## src/rtl/scc_pkg.sv

```systemverilog
`timescale 1ns / 1ps

package scc_pkg;

  // Input op codes
  localparam logic [1:0] OP_BYTE  = 2'd0;
  localparam logic [1:0] OP_NACK  = 2'd1;
  localparam logic [1:0] OP_SHORT = 2'd2;

  // Result status codes
  localparam logic [1:0] ST_OK       = 2'd0;
  localparam logic [1:0] ST_NO_CONN  = 2'd1;
  localparam logic [1:0] ST_CRC_ERR  = 2'd2;
  localparam logic [1:0] ST_TIMEOUT  = 2'd3;

  // Configuration register indexes
  localparam logic [1:0] REG_TMP_BIAS = 2'd0;
  localparam logic [1:0] REG_TMP_SPAN = 2'd1;
  localparam logic [1:0] REG_RH_SPAN  = 2'd2;

  // Configuration reset values
  localparam logic signed [15:0] TMP_BIAS_RST = -16'sd4500;
  localparam logic [15:0]        TMP_SPAN_RST = 16'd17500;
  localparam logic [15:0]        RH_SPAN_RST  = 16'd10000;

  // Frame result handed from the frame tracker to the converter
  typedef struct packed {
    logic [1:0]  status;
    logic [15:0] raw_temp;
    logic [15:0] raw_hum;
  } frm_t;

endpackage

```

## src/rtl/scc_frame.sv

```systemverilog
`timescale 1ns / 1ps

module scc_frame (
  input  logic          clk,
  input  logic          rst,
  input  logic          in_valid,
  output logic          in_ready,
  input  logic [1:0]    op,
  input  logic [7:0]    rx_byte,
  output logic          frm_valid,
  output scc_pkg::frm_t frm,
  input  logic          frm_ready
);
  import scc_pkg::*;

  localparam logic [7:0] CRC_POLY = 8'h31;
  localparam logic [7:0] CRC_INIT = 8'hFF;

  // CRC-8, poly 0x31, MSB first, one byte
  function automatic logic [7:0] crc8_byte(input logic [7:0] crc, input logic [7:0] b);
    logic [7:0] c;
    c = crc ^ b;
    for (int k = 0; k < 8; k++) begin
      c = c[7] ? ({c[6:0], 1'b0} ^ CRC_POLY) : {c[6:0], 1'b0};
    end
    return c;
  endfunction

  logic [2:0]  byte_position, byte_position_next;
  logic [7:0]  running_crc, running_crc_next;
  logic [15:0] temp_word, temp_word_next;
  logic [15:0] hum_word, hum_word_next;
  logic        crc_failed, crc_failed_next;
  logic        emit;
  frm_t        res;
  logic        accept;
  logic [7:0]  crc_upd;
  logic        bad;

  assign in_ready = !frm_valid || frm_ready;
  assign accept   = in_valid && in_ready;
  assign crc_upd  = crc8_byte(running_crc, rx_byte);
  assign bad      = crc_failed || (running_crc != rx_byte);

  // Frame sequencing
  always_comb begin
    byte_position_next = byte_position;
    running_crc_next   = running_crc;
    temp_word_next     = temp_word;
    hum_word_next      = hum_word;
    crc_failed_next    = crc_failed;
    emit               = 1'b0;
    res                = '0;
    case (op)
      OP_NACK: begin
        emit       = 1'b1;
        res.status = ST_NO_CONN;
      end
      OP_SHORT: begin
        emit       = 1'b1;
        res.status = ST_TIMEOUT;
      end
      OP_BYTE: begin
        case (byte_position)
          3'd0: begin
            running_crc_next   = crc_upd;
            temp_word_next     = {rx_byte, 8'h00};
            byte_position_next = 3'd1;
          end
          3'd1: begin
            running_crc_next   = crc_upd;
            temp_word_next     = {temp_word[15:8], rx_byte};
            byte_position_next = 3'd2;
          end
          3'd2: begin
            if (running_crc != rx_byte) crc_failed_next = 1'b1;
            running_crc_next   = CRC_INIT;
            byte_position_next = 3'd3;
          end
          3'd3: begin
            running_crc_next   = crc_upd;
            hum_word_next      = {rx_byte, 8'h00};
            byte_position_next = 3'd4;
          end
          3'd4: begin
            running_crc_next   = crc_upd;
            hum_word_next      = {hum_word[15:8], rx_byte};
            byte_position_next = 3'd5;
          end
          default: begin
            // sixth byte: humidity CRC, close the frame
            emit = 1'b1;
            if (bad) begin
              res.status = ST_CRC_ERR;
            end else begin
              res.status   = ST_OK;
              res.raw_temp = temp_word;
              res.raw_hum  = hum_word;
            end
          end
        endcase
      end
      default: ;  // unused op: no effect
    endcase
    // any result restarts the frame
    if (emit) begin
      byte_position_next = '0;
      running_crc_next   = CRC_INIT;
      temp_word_next     = '0;
      hum_word_next      = '0;
      crc_failed_next    = 1'b0;
    end
  end

  always_ff @(posedge clk) begin
    if (rst) begin
      byte_position <= '0;
      running_crc   <= CRC_INIT;
      temp_word     <= '0;
      hum_word      <= '0;
      crc_failed    <= 1'b0;
      frm_valid     <= 1'b0;
    end else begin
      if (accept) begin
        byte_position <= byte_position_next;
        running_crc   <= running_crc_next;
        temp_word     <= temp_word_next;
        hum_word      <= hum_word_next;
        crc_failed    <= crc_failed_next;
      end
      if (accept && emit) begin
        frm_valid <= 1'b1;
      end else if (frm_ready) begin
        frm_valid <= 1'b0;
      end
    end
  end

  // result payload
  always_ff @(posedge clk) begin
    if (accept && emit) frm <= res;
  end

endmodule

```

## src/rtl/scc_conv.sv

```systemverilog
`timescale 1ns / 1ps

module scc_conv (
  input  logic               clk,
  input  logic               rst,
  input  logic               frm_valid,
  input  scc_pkg::frm_t      frm,
  output logic               frm_ready,
  input  logic signed [15:0] tmp_bias,
  input  logic [15:0]        tmp_span,
  input  logic [15:0]        rh_span,
  output logic               out_valid,
  input  logic               out_ready,
  output logic [1:0]         status,
  output logic [15:0]        raw_temp,
  output logic [15:0]        raw_hum,
  output logic signed [15:0] temp_hundredths,
  output logic [15:0]        hum_hundredths
);
  import scc_pkg::*;

  localparam logic signed [17:0] TEMP_MAX = 18'sd32767;

  // floor(p / 65535) for p < 2^32; quotient fits 16 bits here
  function automatic logic [15:0] div_fs(input logic [31:0] p);
    logic [32:0] s;
    s = {1'b0, p} + {17'b0, p[31:16]} + 33'd1;
    return s[31:16];
  endfunction

  logic        prod_valid;
  frm_t        prod_frm;
  logic [31:0] prod_temp;
  logic [31:0] prod_hum;
  logic        prod_ready;
  logic        prod_load;
  logic        out_load;
  logic [15:0] q_temp;
  logic [15:0] q_hum;
  logic signed [17:0] temp_sum;
  logic signed [15:0] temp_sat;

  assign prod_ready = !out_valid || out_ready;
  assign frm_ready  = !prod_valid || prod_ready;
  assign prod_load  = frm_valid && frm_ready;
  assign out_load   = prod_valid && prod_ready;

  // Stage 1: scale products
  always_ff @(posedge clk) begin
    if (rst) begin
      prod_valid <= 1'b0;
    end else if (frm_ready) begin
      prod_valid <= frm_valid;
    end
  end

  always_ff @(posedge clk) begin
    if (prod_load) begin
      prod_frm  <= frm;
      prod_temp <= {16'b0, tmp_span} * {16'b0, frm.raw_temp};
      prod_hum  <= {16'b0, rh_span} * {16'b0, frm.raw_hum};
    end
  end

  // Stage 2: divide by full scale, add offset, saturate high side
  // (offset >= -32768 and quotient >= 0, so the low side cannot clip)
  assign q_temp   = div_fs(prod_temp);
  assign q_hum    = div_fs(prod_hum);
  assign temp_sum = 18'(tmp_bias) + $signed({2'b00, q_temp});
  assign temp_sat = (temp_sum > TEMP_MAX) ? 16'sh7FFF : temp_sum[15:0];

  always_ff @(posedge clk) begin
    if (rst) begin
      out_valid <= 1'b0;
    end else if (prod_ready) begin
      out_valid <= prod_valid;
    end
  end

  always_ff @(posedge clk) begin
    if (out_load) begin
      status <= prod_frm.status;
      if (prod_frm.status == ST_OK) begin
        raw_temp        <= prod_frm.raw_temp;
        raw_hum         <= prod_frm.raw_hum;
        temp_hundredths <= temp_sat;
        hum_hundredths  <= q_hum;
      end else begin
        raw_temp        <= '0;
        raw_hum         <= '0;
        temp_hundredths <= '0;
        hum_hundredths  <= '0;
      end
    end
  end

endmodule

```

## src/rtl/sensor_frame_crc_check_convert.sv

```systemverilog
`timescale 1ns / 1ps

// Channel  Handshake               Payload
// -------  ----------------------  -----------------------------------------
// input    in_valid / in_ready     op, rx_byte
// output   out_valid / out_ready   status, raw_temp, raw_hum,
//                                  temp_hundredths, hum_hundredths
// config   cfg_wr_en               cfg_index, cfg_data
//
// One input beat per cycle while in_ready is high; the CRC and frame state update
// at the edge that accepts the beat. A closing beat loads the frame register at that
// edge, then the product register (two 16x16 multipliers), then the output register
// (divide/offset/saturate); out_valid rises when the output register loads.
// Synchronous reset clears control state and loads the register defaults.
// Output stalls back up through the stages; in_ready drops only once all
// three stages hold a result and out_ready is low.

module sensor_frame_crc_check_convert (
  input  logic               clk,
  input  logic               rst,
  input  logic               cfg_wr_en,
  input  logic [1:0]         cfg_index,
  input  logic [15:0]        cfg_data,
  input  logic               in_valid,
  output logic               in_ready,
  input  logic [1:0]         op,
  input  logic [7:0]         rx_byte,
  output logic               out_valid,
  input  logic               out_ready,
  output logic [1:0]         status,
  output logic [15:0]        raw_temp,
  output logic [15:0]        raw_hum,
  output logic signed [15:0] temp_hundredths,
  output logic [15:0]        hum_hundredths
);
  import scc_pkg::*;

  logic signed [15:0] tmp_bias;
  logic [15:0]        tmp_span;
  logic [15:0]        rh_span;
  logic               frm_valid;
  logic               frm_ready;
  frm_t               frm;

  // Configuration registers
  always_ff @(posedge clk) begin
    if (rst) begin
      tmp_bias <= TMP_BIAS_RST;
      tmp_span <= TMP_SPAN_RST;
      rh_span  <= RH_SPAN_RST;
    end else if (cfg_wr_en) begin
      case (cfg_index)
        REG_TMP_BIAS: tmp_bias <= $signed(cfg_data);
        REG_TMP_SPAN: tmp_span <= cfg_data;
        REG_RH_SPAN:  rh_span  <= cfg_data;
        default: ;
      endcase
    end
  end

  scc_frame u_frame (
    .clk       (clk),
    .rst       (rst),
    .in_valid  (in_valid),
    .in_ready  (in_ready),
    .op        (op),
    .rx_byte   (rx_byte),
    .frm_valid (frm_valid),
    .frm       (frm),
    .frm_ready (frm_ready)
  );

  scc_conv u_conv (
    .clk             (clk),
    .rst             (rst),
    .frm_valid       (frm_valid),
    .frm             (frm),
    .frm_ready       (frm_ready),
    .tmp_bias        (tmp_bias),
    .tmp_span        (tmp_span),
    .rh_span         (rh_span),
    .out_valid       (out_valid),
    .out_ready       (out_ready),
    .status          (status),
    .raw_temp        (raw_temp),
    .raw_hum         (raw_hum),
    .temp_hundredths (temp_hundredths),
    .hum_hundredths  (hum_hundredths)
  );

endmodule

```

## config.mk

```make
export PLATFORM = sky130hd
export DESIGN_NAME = sensor_frame_crc_check_convert
export DESIGN_NICKNAME = d
export VERILOG_FILES = /design/src/rtl/scc_pkg.sv /design/src/rtl/scc_frame.sv /design/src/rtl/scc_conv.sv /design/src/rtl/sensor_frame_crc_check_convert.sv
export SDC_FILE = /design/constraint.sdc
export NUM_CORES = 2
export LEC_CHECK = 0
export BUFFER_PORTS_ARGS = -buffer_cell sky130_fd_sc_hd__clkbuf_2
export CORE_MARGIN = 3
export CORE_UTILIZATION = 65
export DETAILED_ROUTE_END_ITERATION = 10
export PLACE_DENSITY_LB_ADDON = 0.1
export SYNTH_ARGS = -nofsm -noshare
export SYNTH_HDL_FRONTEND = slang
export SYNTH_HIERARCHICAL = 1
export SYNTH_SLANG_ARGS = --single-unit
```

## constraint.sdc

```tcl
create_clock -name clk -period 11.7 [get_ports clk]
set_clock_uncertainty 0.15 [all_clocks]
set_input_delay 0.585 -clock clk [delete_from_list [all_inputs] [get_ports clk]]
set_output_delay 0.585 -clock clk [all_outputs]
set_load 0.005 [all_outputs]
```

==> results.json <==
{
  "outcome": "complete, no violations",
  "first_pass_iters": 5,
  "endpoint": "u_conv/prod_temp[28]",
  "powerDensity_nw_per_um2": 209.3,
  "cts_tree": "done",
  "holdPathStages": 3,
  "cts_htree_levels": 2,
  "synth_top_cell_area_share": 0.2642,
  "min_period_over_period": 0.5893,
  "critPathLaunch": "tmp_span[14]",
  "p_switching_mw": 2.938,
  "worst-endpoint-required_ps": 11900,
  "ys.flop_type": "edfxtp_1",
  "vdd_ir_drop_max_mv": 0.2484,
  "num_rows": 77,
  "synth_top_cell_by_area": "fa_1",
  "cp-end-kind": "register",
  "ctsHoldBuffers": 0,
  "fmax_mhz": 145.0,
  "grt_first_pass_wirelength_mm": 115.4,
  "reg2regPathDepth": 20,
  "synthTopCellsByArea": "fa_1 (26%), edfxtp_1 (20%), ha_1 (11%)",
  "ant_nets": 0,
  "ys_ff_latch": 293,
  "final-setup-viol-count": 0,
  "p_leak_nw": 14.80,
  "crit_path_max_fanout": 17,
  "clkTransAtPathRegs_ps": 60,
  "routed_wl_mm": 71.70,
  "synthCells": 2974,
  "r2r_setup_slack_ps": 4800,
  "clk_latency_ps": 550,
  "cts_sinks": 293,
  "synth_async_sr_flop_share": 0,
  "post-place-ws_ps": 4859,
  "fin_ws_ps": 4805,
  "seqPwrFrac": 0.223,
  "grt_use_total": 0.3080,
  "clockBufferDepth": 3,
  "yosys_warnings": 6,
  "path_class": "reg2reg",
  "die_height_um": 219.0,
  "grt_start_max_net_pins": 76,
  "power_frac_clock": 0.177,
  "rsz0062_at_grt": "no",
  "drc": 0,
  "arrival_ps": 7100,
  "timing.rr.start": "tmp_span[14]",
  "post_drt_wl_per_cell_um": 19.72,
  "overflow": 0,
  "start_kind": "register",
  "synth.distinct_cells": 83,
  "comb_power_share": 0.600,
  "relSlewSlack": 0.3126,
  "yosysMostFrequentCell": "inv_1",
  "die-area_um2": 47940,
  "avgSynthCellArea_um2": 9.912,
  "synth.yosys.seq_area_share": 0.2662,
  "synth_commonest_cells": "inv_1 (511), nand2_1 (395), fa_1 (389)",
  "max-cap-violations": 0,
  "tightest_slew_ps": 1029,
  "syn-num-nets": 3653,
  "vias": 20900,
  "grt_pass1_vias": 21670,
  "gp_congestion": 0.9239,
  "final_net_count": 3696,
  "area_growth_pct": 7.283,
  "worstHoldPathType": "in2reg",
  "postCtsSetupRepairBufs": 0,
  "min_period_ps": 6895,
  "cts_resized": 0,
  "drt-vias-per-instance": 5.747,
  "switching_share": 0.4438,
  "setup_tns_ps": 0,
  "maxSlewViolCount": 0,
  "numCtsBuffers": 36,
  "first_iter_violations": 1618,
  "layout-drive-gt1-share": 0.06375,
  "hold_viol": 0,
  "coreArea_um2": 44510,
  "synth_edf_count": 198,
  "port_buffers": 100,
  "fill_cells": 3394,
  "die_w_um": 219.0,
  "start_util": 0.6623,
  "ios": 101,
  "dp_hpwl_mm": 54.72,
  "p_int_mw": 3.681,
  "antenna_found_initial": 1,
  "reg2reg_to": "u_conv/prod_temp[28]",
  "clock-root-buffer": "clkbuf_16",
  "syn_area_um2": 29480
}
-- sequential cells by signal, summed over array words and instances, names as in the netlist, 2 cells and up --
register / cells
u_conv/status: 2
u_conv/temp_hundredths: 16
u_frame/frm: 34
u_frame/running_crc: 8
rh_span: 16
u_conv/prod_temp: 32
u_frame/temp_word: 16
u_conv/prod_frm: 34
u_conv/raw_temp: 16
u_conv/prod_hum: 32
u_conv/raw_hum: 16
tmp_span: 16
u_conv/hum_hundredths: 16
tmp_bias: 16
u_frame/byte_position: 3
u_frame/hum_word: 16
-- power groups by stage --
| stage | Combinational (mW) | Clock (mW) | Sequential (mW) |
|---|---|---|---|
| finish | 3.97 | 1.17 | 1.48 |
| floorplan | 2.84 | 0 | 1.43 |
| CTS | 3.87 | 1.19 | 1.47 |
| global route | 4.38 | 1.23 | 1.49 |
| detailed placement | 3.83 | 0 | 1.49 |
| global placement | 3.72 | 0 | 1.49 |
-- stage by stage --
step	hold slack, ps	instances	power (mW)	cell area, um^2	utilization
after global placement	255.2	3571	5.215	30390	0.6827
after detailed placement	255.7	3571	5.321	30390	0.6827
after CTS	155.8	3635	6.534	31620	0.7105
after floorplan	250.3	2974	4.264	29480	-
final	185.9	3636	6.619	31630	0.7105
after global routing	181.6	3636	7.105	31630	0.7105
-- worst max-delay path: stages (launching register included) --
cell,delay (ps)
dfxtp_1,710
nand2_1,180
fa_1,560
inv_1,60
fa_1,530
inv_1,60
fa_1,510
inv_1,60
fa_1,530
inv_1,60
fa_1,470
fa_1,510
inv_1,50
ha_1,360
a211o_1,350
nand2b_1,150
a211o_1,290
a2111oi_2,500
o21ai_1,160
a2111o_1,370
o311ai_0,90
-- cells in the final DEF, fill, tap and decap left out, types with 91 or more instances in the layout --
master,instances
inv_1,511
a21oi_1,91
nor2_1,105
dfxtp_1,95
and2_1,248
clkbuf_2,99
nand2_1,395
ha_1,257
edfxtp_1,198
fa_1,389
-- per-layer routing --
layer / up-vias / track usage / routed length, um
li1: 9578 / - / -
met1: 10430 / 0.4404 / 31450
met2: 786 / 0.4917 / 33430
met3: 106 / 0.06716 / 5548
met4: 0 / 0.06222 / 1271
met5: - / 0 / 0
-- cell type report --
class / count / area [um^2] / area share
Antenna cell: 1 / 2.502 / 0.00007912
Clock buffer: 45 / 1028 / 0.03252
Tap cell: 592 / 740.7 / 0.02342
Clock inverter: 19 / 209.0 / 0.006607
Multi-Input combinational cell: 2067 / 19320 / 0.6108
Timing Repair Buffer: 108 / 563.0 / 0.01780
Inverter: 511 / 1918 / 0.06065
Sequential cell: 293 / 7848 / 0.2481
-- kinds of logic after synthesis --
family,synth area share
simple gates,0.1562
buf+inv,0.07920
compound gates,0.07415
flops,0.2662
xor+xnor,0.03400
mux,0.01698
fa+ha+maj,0.3732
-- worst min-delay path by stage --
stage | startpoint | end
2_1_floorplan | u_frame/frm[32] | u_conv/prod_frm[32]
3_3_place_gp | u_frame/frm[32] | u_conv/prod_frm[32]
3_5_place_dp | u_frame/frm[32] | u_conv/prod_frm[32]
4_1_cts | cfg_data[3] | rh_span[3]
5_1_grt | cfg_data[3] | rh_span[3]
6_report | cfg_data[3] | rh_span[3]
Note: power is estimated with default switching activity, not from simulation.
